**src/rtl/fccs_pkg.sv**
```systemverilog
package fccs_pkg;

	localparam int FRAC_BITS_DEF = 8;
	localparam int WORD_W        = 16;
	localparam int CRC_W         = 8;
	localparam int FLOW_W        = 25;
	localparam int CFG_IDX_W     = 2;
	localparam int QUEUE_DEPTH   = 2;

	localparam logic [8:0]  CRC_POLY = 9'h131;
	localparam logic [7:0]  CRC_TOP  = 8'h80;
	localparam logic [23:0] FLOW_MAX = 24'hFFFFFF;

	typedef enum logic [CFG_IDX_W-1:0] {
		REG_FLOW_OFFSET = 2'd0,
		REG_FLOW_SCALE  = 2'd1
	} cfg_reg_t;

	// classified frame, handed from front to back
	typedef struct packed {
		logic [WORD_W-1:0] mag;
		logic              neg;
		logic              ok;
		logic              zero;
		logic [CRC_W-1:0]  crc;
	} qent_t;

	// result beat, flow in the low bits
	typedef struct packed {
		logic [CRC_W-1:0]         crc;
		logic                     scale_error;
		logic                     crc_ok;
		logic signed [FLOW_W-1:0] flow;
	} result_t;

	function automatic logic [7:0] crc8_byte(input logic [7:0] crc, input logic [7:0] data);
		logic [7:0] c;
		c = crc ^ data;
		for (int b = 0; b < 8; b++) begin
			if ((c & CRC_TOP) != 8'h00) begin
				c = (c << 1) ^ CRC_POLY[7:0];
			end else begin
				c = c << 1;
			end
		end
		return c;
	endfunction

endpackage

```
**src/rtl/flow_frame_crc_check_and_scale_unit.sv**
```systemverilog
// Path: an accepted input beat is registered in the front stage and queued;
//   a good frame is then divided bit-serially in the back end (DW = 16 + FRAC_BITS,
//   24 by default) and a rejected one skips the divide. The back end takes a new
//   frame only once its last result is in the output register. Input and queue decouple it.
// Reset (arst_n low, asynchronous): queue and handshakes clear, held flow is 0,
//   flow_offset is 0, flow_scale is 1.
module flow_frame_crc_check_and_scale_unit
	import fccs_pkg::*;
#(
	parameter int FRAC_BITS = FRAC_BITS_DEF
) (
	input  logic                 clk,
	input  logic                 arst_n,
	input  logic                 s_axis_tvalid,
	output logic                 s_axis_tready,
	input  logic [23:0]          s_axis_tdata,  // data_word[15:0], crc_byte[23:16]
	output logic                 m_axis_tvalid,
	input  logic                 m_axis_tready,
	output logic [39:0]          m_axis_tdata,  // flow_value[24:0], crc_ok[25],
	                                            // scale_error[26], computed_crc[34:27]
	input  logic                 cfg_we,
	input  logic [CFG_IDX_W-1:0] cfg_index,
	input  logic [15:0]          cfg_wdata
);

	logic [15:0] flow_offset_q;
	logic [15:0] flow_scale_q;
	logic        push;
	logic        full;
	logic        pop;
	logic        q_not_empty;
	qent_t       push_ent;
	qent_t       pop_ent;
	result_t     res;

	always_ff @(posedge clk or negedge arst_n) begin
		if (!arst_n) begin
			flow_offset_q <= 16'd0;
			flow_scale_q  <= 16'd1;
		end else if (cfg_we) begin
			unique case (cfg_index)
				REG_FLOW_OFFSET: flow_offset_q <= cfg_wdata;
				REG_FLOW_SCALE:  flow_scale_q  <= cfg_wdata;
				default: begin
				end
			endcase
		end
	end

	fccs_front u_front (
		.clk         (clk),
		.arst_n      (arst_n),
		.in_valid    (s_axis_tvalid),
		.in_ready    (s_axis_tready),
		.data_word   (s_axis_tdata[15:0]),
		.crc_byte    (s_axis_tdata[23:16]),
		.flow_offset (flow_offset_q),
		.flow_scale  (flow_scale_q),
		.push        (push),
		.full        (full),
		.push_ent    (push_ent)
	);

	fccs_queue u_queue (
		.clk       (clk),
		.arst_n    (arst_n),
		.push      (push),
		.push_ent  (push_ent),
		.full      (full),
		.pop       (pop),
		.not_empty (q_not_empty),
		.pop_ent   (pop_ent)
	);

	fccs_back #(
		.FRAC_BITS (FRAC_BITS)
	) u_back (
		.clk         (clk),
		.arst_n      (arst_n),
		.flow_scale  (flow_scale_q),
		.q_not_empty (q_not_empty),
		.q_ent       (pop_ent),
		.pop         (pop),
		.out_valid   (m_axis_tvalid),
		.out_ready   (m_axis_tready),
		.out_data    (res)
	);

	assign m_axis_tdata = {5'd0, res};

endmodule

```
**src/rtl/fccs_front.sv**
```systemverilog
module fccs_front
	import fccs_pkg::*;
(
	input  logic              clk,
	input  logic              arst_n,
	input  logic              in_valid,
	output logic              in_ready,
	input  logic [WORD_W-1:0] data_word,
	input  logic [CRC_W-1:0]  crc_byte,
	input  logic [15:0]       flow_offset,
	input  logic [15:0]       flow_scale,
	output logic              push,
	input  logic              full,
	output qent_t             push_ent
);

	logic              valid_s1;
	logic [WORD_W-1:0] word_s1;
	logic [CRC_W-1:0]  rx_s1;
	logic [CRC_W-1:0]  crc_hi_s1;
	logic [CRC_W-1:0]  crc_full;
	logic [16:0]       diff;
	logic [16:0]       diff_neg;

	assign push     = valid_s1 && !full;
	assign in_ready = !valid_s1 || !full;

	// high byte is folded in on the way into the stage, low byte after it
	always_ff @(posedge clk or negedge arst_n) begin
		if (!arst_n) begin
			valid_s1 <= 1'b0;
		end else if (in_ready) begin
			valid_s1 <= in_valid;
		end
	end

	always_ff @(posedge clk) begin
		if (in_ready && in_valid) begin
			word_s1   <= data_word;
			rx_s1     <= crc_byte;
			crc_hi_s1 <= crc8_byte(8'h00, data_word[15:8]);
		end
	end

	always_comb begin
		crc_full = crc8_byte(crc_hi_s1, word_s1[7:0]);
		diff     = {1'b0, word_s1} - {1'b0, flow_offset};
		diff_neg = 17'(-diff);
		push_ent.mag  = diff[16] ? diff_neg[15:0] : diff[15:0];
		push_ent.neg  = diff[16];
		push_ent.ok   = (crc_full == rx_s1);
		push_ent.zero = (flow_scale == 16'h0000);
		push_ent.crc  = crc_full;
	end

endmodule

```
**src/rtl/fccs_queue.sv**
```systemverilog
module fccs_queue
	import fccs_pkg::*;
(
	input  logic  clk,
	input  logic  arst_n,
	input  logic  push,
	input  qent_t push_ent,
	output logic  full,
	input  logic  pop,
	output logic  not_empty,
	output qent_t pop_ent
);

	localparam int PW = $clog2(QUEUE_DEPTH);
	localparam int CW = $clog2(QUEUE_DEPTH + 1);

	qent_t         mem_q [QUEUE_DEPTH];
	logic [PW-1:0] wr_ptr_q;
	logic [PW-1:0] rd_ptr_q;
	logic [CW-1:0] count_q;

	assign full      = (count_q == CW'(QUEUE_DEPTH));
	assign not_empty = (count_q != '0);
	assign pop_ent   = mem_q[rd_ptr_q];

	always_ff @(posedge clk) begin
		if (push) begin
			mem_q[wr_ptr_q] <= push_ent;
		end
	end

	always_ff @(posedge clk or negedge arst_n) begin
		if (!arst_n) begin
			wr_ptr_q <= '0;
			rd_ptr_q <= '0;
			count_q  <= '0;
		end else begin
			if (push) begin
				wr_ptr_q <= (wr_ptr_q == PW'(QUEUE_DEPTH - 1)) ? '0 : wr_ptr_q + 1'b1;
			end
			if (pop) begin
				rd_ptr_q <= (rd_ptr_q == PW'(QUEUE_DEPTH - 1)) ? '0 : rd_ptr_q + 1'b1;
			end
			if (push && !pop) begin
				count_q <= count_q + 1'b1;
			end else if (pop && !push) begin
				count_q <= count_q - 1'b1;
			end
		end
	end

`ifndef NO_ASSERTIONS
	a_no_overflow: assert property (@(posedge clk) disable iff (!arst_n)
		full |-> !push) else $error("queue written while full");
	a_no_underflow: assert property (@(posedge clk) disable iff (!arst_n)
		pop |-> not_empty) else $error("queue read while empty");
	a_count_bound: assert property (@(posedge clk) disable iff (!arst_n)
		count_q <= CW'(QUEUE_DEPTH)) else $error("queue count out of range");
`endif

endmodule

```
**src/rtl/fccs_back.sv**
```systemverilog
module fccs_back
	import fccs_pkg::*;
#(
	parameter int FRAC_BITS = FRAC_BITS_DEF
) (
	input  logic       clk,
	input  logic       arst_n,
	input  logic [15:0] flow_scale,
	input  logic       q_not_empty,
	input  qent_t      q_ent,
	output logic       pop,
	output logic       out_valid,
	input  logic       out_ready,
	output result_t    out_data
);

	localparam int DW = WORD_W + FRAC_BITS;
	localparam int CW = $clog2(DW);

	typedef enum logic [2:0] {
		S_IDLE = 3'b001,
		S_DIV  = 3'b010,
		S_OUT  = 3'b100
	} state_t;

	state_t               state_q;
	qent_t                ent_q;
	logic [DW-1:0]        dq_q;
	logic [15:0]          rem_q;
	logic [CW-1:0]        cnt_q;
	logic signed [FLOW_W-1:0] last_flow_q;
	logic                 out_valid_q;
	result_t              out_q;

	logic [16:0]          trial;
	logic                 ge;
	logic [16:0]          trial_sub;
	logic [31:0]          q_ext;
	logic [23:0]          mag24;
	logic [FLOW_W-1:0]    mag25;
	logic [FLOW_W-1:0]    flow_new;
	logic                 load;

	assign pop       = (state_q == S_IDLE) && q_not_empty;
	assign load      = (state_q == S_OUT) && (!out_valid_q || out_ready);
	assign out_valid = out_valid_q;
	assign out_data  = out_q;

	// restoring divide, one quotient bit per cycle
	always_comb begin
		trial     = {rem_q, dq_q[DW-1]};
		ge        = (trial >= {1'b0, flow_scale});
		trial_sub = trial - {1'b0, flow_scale};
		q_ext     = 32'(dq_q);
		mag24     = (q_ext > 32'(FLOW_MAX)) ? FLOW_MAX : q_ext[23:0];
		mag25     = {1'b0, mag24};
		flow_new  = ent_q.neg ? FLOW_W'(-mag25) : mag25;
	end

	always_ff @(posedge clk or negedge arst_n) begin
		if (!arst_n) begin
			state_q     <= S_IDLE;
			last_flow_q <= '0;
			out_valid_q <= 1'b0;
		end else begin
			unique case (state_q)
				S_IDLE: begin
					if (q_not_empty) begin
						state_q <= (q_ent.ok && !q_ent.zero) ? S_DIV : S_OUT;
					end
				end
				S_DIV: begin
					if (cnt_q == CW'(DW - 1)) begin
						state_q <= S_OUT;
					end
				end
				S_OUT: begin
					if (load) begin
						state_q <= S_IDLE;
					end
				end
				default: begin
					state_q <= S_IDLE;
				end
			endcase
			if (load) begin
				out_valid_q <= 1'b1;
				if (ent_q.ok && !ent_q.zero) begin
					last_flow_q <= flow_new;
				end
			end else if (out_ready) begin
				out_valid_q <= 1'b0;
			end
		end
	end

	always_ff @(posedge clk) begin
		if (pop) begin
			ent_q <= q_ent;
			dq_q  <= DW'(q_ent.mag) << FRAC_BITS;
			rem_q <= '0;
			cnt_q <= '0;
		end else if (state_q == S_DIV) begin
			dq_q  <= {dq_q[DW-2:0], ge};
			rem_q <= ge ? trial_sub[15:0] : trial[15:0];
			cnt_q <= cnt_q + 1'b1;
		end
		if (load) begin
			out_q.crc         <= ent_q.crc;
			out_q.scale_error <= ent_q.zero;
			out_q.crc_ok      <= ent_q.ok;
			out_q.flow        <= (ent_q.ok && !ent_q.zero) ? flow_new : last_flow_q;
		end
	end

`ifndef NO_ASSERTIONS
	a_out_tracks_state: assert property (@(posedge clk) disable iff (!arst_n)
		out_valid_q |-> out_q.flow == last_flow_q) else $error("shown flow differs from held flow");
	a_div_only_good: assert property (@(posedge clk) disable iff (!arst_n)
		state_q == S_DIV |-> ent_q.ok && !ent_q.zero) else $error("divide on rejected frame");
	a_rem_bound: assert property (@(posedge clk) disable iff (!arst_n)
		state_q == S_DIV |-> rem_q < flow_scale) else $error("remainder not below divisor");
	a_cnt_bound: assert property (@(posedge clk) disable iff (!arst_n)
		state_q == S_DIV |-> cnt_q <= CW'(DW - 1)) else $error("divide ran too long");
`endif

endmodule

```
**config.mk**
```make
export PLATFORM = sky130hd
export DESIGN_NAME = flow_frame_crc_check_and_scale_unit
export DESIGN_NICKNAME = d
export VERILOG_FILES = /design/src/rtl/fccs_pkg.sv /design/src/rtl/flow_frame_crc_check_and_scale_unit.sv /design/src/rtl/fccs_front.sv /design/src/rtl/fccs_queue.sv /design/src/rtl/fccs_back.sv
export SDC_FILE = /design/constraint.sdc
export NUM_CORES = 1
export LEC_CHECK = 0
export BUFFER_PORTS_ARGS = -buffer_cell sky130_fd_sc_hd__buf_2
export CORE_MARGIN = 2
export CORE_UTILIZATION = 36
export DETAILED_ROUTE_END_ITERATION = 6
export PLACE_DENSITY = 0.63
export SLEW_MARGIN = 40
export SYNTH_ARGS = -nofsm -noshare
export SYNTH_HDL_FRONTEND = slang
export SYNTH_SLANG_ARGS = --single-unit
```
**constraint.sdc**
```tcl
create_clock -name clk -period 5.9 [get_ports clk]
set_clock_uncertainty 0.15 [all_clocks]
set_input_delay 1.18 -clock clk [delete_from_list [all_inputs] [get_ports clk]]
set_output_delay 1.18 -clock clk [all_outputs]
set_load 0.05 [all_outputs]
```
==> impl_metrics.toml, run 1 <==
[outcome]
status = "completed"

[power]
power_leakage_nw = 5.28
p_clk_frac = 0.232
power_frac_seq = 0.421
ir_worst_vdd_v = 0.000224
p_comb_frac = 0.348
p_sw_mw = 2.44
p_int_mw = 4.48
p_sw_frac = 0.353
power_density_nw_per_um2 = 517

[placed_design]
gp_congestion = 0.822
dpl.cell_count = 1467
dpl_cell_area_sq_um = 12500
hpwlAfterDp_um = 16500
port_buffers = 83

[yosys]
synth.distinct_cells = 65
synth-xor-area-share = 0.0806
muxShareOfSynthArea = 0.0705
synth_cells = 1002
synth_area_sq_um = 11600
synth_edf_count = 148
netlist.area_leader.share = 0.382
yosysWarnings = 0
synth.largest_area_cell = "edfxtp_1"
synth_async_sr_flop_share = 0.272
yosysMostFrequentCell = "edfxtp_1"
avgSynthCellArea_sq_um = 11.6
synth_common_cells = "edfxtp_1, nand2_1, o21ai_0"
synth_simple_gate_area_frac = 0.112
synth-seq-area-share = 0.574
synth_top_family_by_area = "simple AND/OR/NAND/NOR gates"
synthFlopType = "edfxtp_1"
synth_compound_area_frac = 0.0911
synthAdderAreaFrac = 0.0422
synth_area_leaders = "edfxtp_1, dfrtp_1, dfxtp_1, xnor2_1, o21ai_0"
ys_ff_latch = 243

[global_route]
track_usage = 0.136
grt_max_degree = 67
grt-ovfl-total = 0
grt_first_pass_wirelength_um = 37100
antenna_found_initial = 0
grt_pass1_vias = 7178

[drt]
viasPerCell = 4.91
routed_wl_um = 22800
dr.pass1.iters = 5
wire_per_inst_um = 15.1
remaining_drc_errors = 0
via_count = 7437
ant_nets = 0
drtIter0Drc = 471

[worst_setup_path]
cp-end-kind = "flop"
timing.rr.start = "flow_scale_q[1]$_DFFE_PN0P_"
startpoint_type = "flop"
crit_arrival_ns = 3.72
crit_path_start = "flow_scale_q[1]$_DFFE_PN0P_"
critPathMaxFanout = 11
required_ns = 6.13
path_class = "flop to flop"

[die]
rows = 65
pin_count = 89
die-height_um = 184
die-area_sq_um = 33800
coreArea_sq_um = 31700
initial_core_util = 0.367
die_w_um = 184

[finish]
n_fill_cell = 3013
diodes = 0
fin_area_sq_um = 13400
stdcell_count = 1515
drive_gt1_frac = 0.181
nNetsFinal = 1178
ff_latch_area_sq_um = 6680
final_core_util = 0.422
multi_input_area_sq_um = 4650
syn2layout_area_growth_pct = 15.0

[clock_tree]
cts_num_sinks = 243
root_buffer = "clkbuf_16"
post_cts_resized = 0
hold_buffers = 0
clockBufferDepth = 3
post_cts_buffers = 0
htreeDepth = 1
clk_latency_ns = 0.52
cts_tree = "built"
cts_inserted_buffers = 26
clk_pin_slew_ns = 0.06

[timing]
period_share = 0.591
period_minus_slack_ns = 3.49
max_freq_mhz = 287
hold_violations = 0
rsz0062_at_grt = "no"
tightest_slew_ns = 0.778
maxSlewHeadroom = 0.480
worst_hold_slack_ns = 0.268
setup_tns_ns = 0
report.final.slew_viol_count = 0
finalSetupViolCount = 0

[min_path]
hold_path.class = "flop to flop"
min_from = "u_back.ent_q[6]$_DFFE_PP_"

[job]
drv_cap = 0
stage by stage:
stage          total power, mW  setup slack [ns]
4_1_cts                   6.98              2.42
2_1_floorplan             4.73              2.40
3_3_place_gp              5.30              2.19
6_report                  6.92              2.41
3_5_place_dp              5.37              2.43
5_1_grt                   7.37              2.07
worst paths after layout:
| path | to | slack, ns | cells past startpoint |
|---|---|---|---|
| worst max-delay path | u_back.rem_q[6]$_SDFFE_PP0P_ | 2.41 | 12 |
| max in group asynchronous | flow_scale_q[10]$_DFFE_PN0P_ | 4.51 | 2 |
| worst min register to register | u_back.out_data[33]$_DFFE_PP_ | 0.27 | 0 |
| worst max register to register | u_back.rem_q[6]$_SDFFE_PP0P_ | 2.41 | 12 |
| min in group asynchronous | u_back.last_flow_q[2]$_DFFE_PN0P_ | 0.61 | 2 |
| worst min-delay path | u_back.out_data[33]$_DFFE_PP_ | 0.27 | 0 |
layout make-up:
type,count,share of cell area
clock buffer,40,0.0587
clock inverter,8,0.00515
inverter,49,0.0139
multi-input combinational,679,0.348
sequential,243,0.499
tap,402,0.0376
timing repair buffer,94,0.0375
sequential cells by signal, indices dropped and copies added (netlist names):
name	flops
u_front.rx_s1	8
flow_offset_q	16
u_queue.wr_ptr_q	1
u_back.out_data	35
u_front.crc_hi_s1	8
u_back.dq_q	24
u_back.rem_q	16
u_back.ent_q	11
u_front.word_s1	16
u_front.valid_s1	1
u_back.last_flow_q	25
u_back.cnt_q	5
flow_scale_q	16
u_queue.rd_ptr_q	1
u_back.out_valid	1
u_back.state_q	3
u_queue.count_q	2
u_queue.mem_q	54
metal layers:
layer  global-route usage  vias to the layer above  wire, um
li1                     -                     3742         -
met1                0.195                     3527     11200
met2                0.217                      145     10300
met3               0.0224                       23       950
met4               0.0285                        0       329
met5                    0                        -         0
layout by cell type, fill, tap and decap left out, drive strengths merged, types with 11 or more instances in the layout:
cell type | Yosys | layout
or2 | 11 | 11
xor2 | 44 | 44
clkbuf | 27 | 40
dfxtp | 29 | 29
nor3 | 15 | 15
nor2b | 12 | 12
mux2 | 44 | 44
nor2 | 46 | 46
inv | 49 | 50
edfxtp | 148 | 148
nand3 | 21 | 21
mux2i | 32 | 32
dfrtp | 64 | 64
xnor2 | 63 | 63
buf | 8 | 94
nand2 | 116 | 116
o21ai | 104 | 104
a21oi | 24 | 24
ha | 36 | 36
nand2b | 11 | 11
worst max-delay path, stage by stage, from the launching register on:
cell      delay (ns)
dfrtp_1         0.41
inv_1           0.06
ha_1            0.29
nor2b_1         0.12
o21ai_0         0.11
a21boi_0        0.32
o31ai_1         0.18
a211oi_1        0.40
o21bai_1        0.15
a31oi_2         0.54
buf_4           0.33
mux2i_1         0.20
o21ai_0         0.08
power groups by stage:
| stage | clock network, mW | registers [mW] | logic, mW |
|---|---|---|---|
| floorplan | 0 | 3.04 | 1.69 |
| global placement | 0 | 2.93 | 2.38 |
| detailed placement | 0 | 2.95 | 2.42 |
| CTS | 1.64 | 2.91 | 2.43 |
| global route | 1.70 | 2.97 | 2.70 |
| finish | 1.60 | 2.91 | 2.41 |
kinds of logic (layout without fill, tap and decap cells):
kind of cell / after synthesis / count (layout)
simple gates: 274 / 274
other cells: 1 / 5
flops: 243 / 243
mux: 76 / 76
compound gates: 179 / 179
xor+xnor: 107 / 107
buf+inv: 84 / 191
fa+ha+maj: 38 / 38
Power figures use the tool's default switching activity.
==> run 2, diff against run 1 <==
==> constraint.sdc (replaced) <==
create_clock -name clk -period 3.3 [get_ports clk]
set_clock_uncertainty 0.15 [all_clocks]
set_input_delay 0.66 -clock clk [delete_from_list [all_inputs] [get_ports clk]]
set_output_delay 0.66 -clock clk [all_outputs]
set_load 0.05 [all_outputs]
==> run 2 against run 1 <==
Effect of this change: cell count increased by 1.3%; highest routed layer unchanged; wire length increased by 2.3%; register-to-register slack got worse by 2.2 ns.
==> impl_metrics.toml, run 2 (same netlist as run 1, synthesis figures left out) <==
[global_route]
grt-ovfl-total = 0
grt.met2_usage = 0.215
grt_max_degree = 51
grt_pass1_vias = 7105
grtUsageMet3 = 0.0222
track_usage = 0.136
antenna_found_initial = 0
grt_busiest_layer = "met2"
grt_first_pass_wirelength_um = 37200
grt_util_met1 = 0.197

[timing]
tightest_slew_ns = 0.759
period_share = 0.946
max_freq_mhz = 320
maxSlewHeadroom = 0.493
report.final.slew_viol_count = 0
period_minus_slack_ns = 3.12
hold_violations = 0
finalSetupViolCount = 0

[clock_tree]
root_buffer = "clkbuf_16"
clk_latency_ns = 0.53
clockBufferDepth = 3
clk_pin_slew_ns = 0.06
cts_num_sinks = 243
cts_inserted_buffers = 26
cts_tree = "built"
htreeDepth = 1

[worst_setup_path]
ff2ff_setup_slack_ns = 0.18
path_cells = "ha_1 -> or2_2 -> o211ai_1 -> a2bb2oi_2 -> buf_4 -> a21o_1 -> a21oi_2 -> xnor2_2 -> nor4b_4 -> a31oi_1 -> xnor2_1"
critPathMaxStageDelay_ns = 0.43
slowest_stage = "edfxtp_1"
critPathMaxFanout = 7
required_ns = 3.41
crit_arrival_ns = 3.24
startpoint_type = "flop"
cp-end-kind = "flop"
path_class = "flop to flop"

[finish]
largest_reg_flops = 54
fin_area_sq_um = 13600
final_common_cell = "edfxtp_1"
diodes = 0
final_cell_mix = "edfxtp_1, nand2_1, o21ai_0, buf_2, dfrtp_1"
syn2layout_area_growth_pct = 16.7
drive_gt1_frac = 0.202
top_register = "u_queue.mem_q"
final_core_util = 0.428
nNetsFinal = 1198

[power]
p_clk_frac = 0.220
ir_worst_vdd_v = 0.000439
p_comb_frac = 0.362
power_density_nw_per_um2 = 920
power_frac_seq = 0.418
p_sw_mw = 4.45
power_leakage_nw = 5.36
p_int_mw = 8.02
p_sw_frac = 0.357

[drt]
viasPerCell = 4.89
dr.pass1.iters = 5
remaining_drc_errors = 0
drtIter0Drc = 386
ant_nets = 0
routed_wl_um = 23300
via_count = 7502
wire_per_inst_um = 15.2

[placed_design]
port_buffers = 83
dpl_cell_area_sq_um = 12700
gp_congestion = 0.829
hpwlAfterDp_um = 17000

[die]
die_w_um = 184
initial_core_util = 0.367
coreArea_sq_um = 31700
rows = 65
pin_count = 89
die-height_um = 184
die-area_sq_um = 33800

[job]
drv_cap = 0

[min_path]
hold_path.class = "input pin to flop"

[outcome]
status = "completed"
run 2: cell types whose count changed in the layout (fill, tap and decap cells not counted), sizes merged:
cell	previous run	this run
inv	50	49
clkinvlp	0	1
dlygate4sd3	0	1
buf	94	113
run 2: routing by layer:
layer	up-vias	wire length, um
li1	3776	-
met2	135	10500
met1	3556	11400
met5	-	0
met4	0	469
met3	35	953
run 2: cell type report:
| type | count | area [sq um] |
|---|---|---|
| clock buffers | 40 | 723 |
| clock inverters | 8 | 77.6 |
| fillers | 2987 | 18200 |
| inverters | 49 | 184 |
| multi-input cells | 679 | 4720 |
| flip-flops and latches | 243 | 6680 |
| well taps | 402 | 503 |
| repair buffers | 114 | 676 |
run 2: worst paths after layout:
path,startpoint,end,cells after the start
min in group asynchronous,arst_n,u_back.last_flow_q[2]$_DFFE_PN0P_,2
worst max-delay path,u_front.word_s1[2]$_DFFE_PP_,u_queue.mem_q[0][26]$_DFFE_PP_,11
worst max register to register,u_front.word_s1[2]$_DFFE_PP_,u_queue.mem_q[0][26]$_DFFE_PP_,11
max in group asynchronous,arst_n,flow_scale_q[0]$_DFFE_PN1P_,3
worst min register to register,u_back.ent_q[1]$_DFFE_PP_,u_back.out_data[28]$_DFFE_PP_,0
worst min-delay path,s_axis_tdata[17],u_front.rx_s1[1]$_DFFE_PP_,1
run 2: critical path, delay by kind of cell, from the launching register on:
| kind | cells | cell delay (ns) |
|---|---|---|
| compound gates | 5 | 0.95 |
| fa+ha+maj | 1 | 0.28 |
| buf+inv | 1 | 0.17 |
| simple gates | 2 | 0.59 |
| flops | 1 | 0.43 |
| xor+xnor | 2 | 0.29 |
run 2: power by group through the flow:
stage          sequential (mW)  combinational (mW)  clock [mW]
3_3_place_gp              5.24                4.36           0
3_5_place_dp              5.28                4.46           0
5_1_grt                   5.32                5.01        2.94
4_1_cts                   5.23                4.48        2.81
2_1_floorplan             5.44                3.01           0
6_report                  5.21                4.52        2.74
run 2: through the flow:
stage / setup slack [ns] / power [mW] / std cells / hold slack (ns) / setup TNS, ns
after floorplan: 0.184 / 8.46 / 1006 / 0.214 / 0
after global placement: -0.0516 / 9.60 / 1483 / 0.254 / -0.103
after detailed placement: -0.167 / 9.74 / 1483 / 0.256 / -0.757
after CTS: 0.0162 / 12.5 / 1532 / 0.132 / 0
after global routing: -0.0430 / 13.3 / 1535 / 0.137 / -0.0855
final: 0.179 / 12.5 / 1535 / 0.157 / 0
run 2: what timing repair did:
item                                    in CTS  in global routing
endpoints found under the setup margin       8                 35
pin swaps                                    0                  5
endpoints found under the hold margin       23                  0
buffers inserted                             0                  3
gates resized for setup                      2                 17
hold buffers                                 1                  0
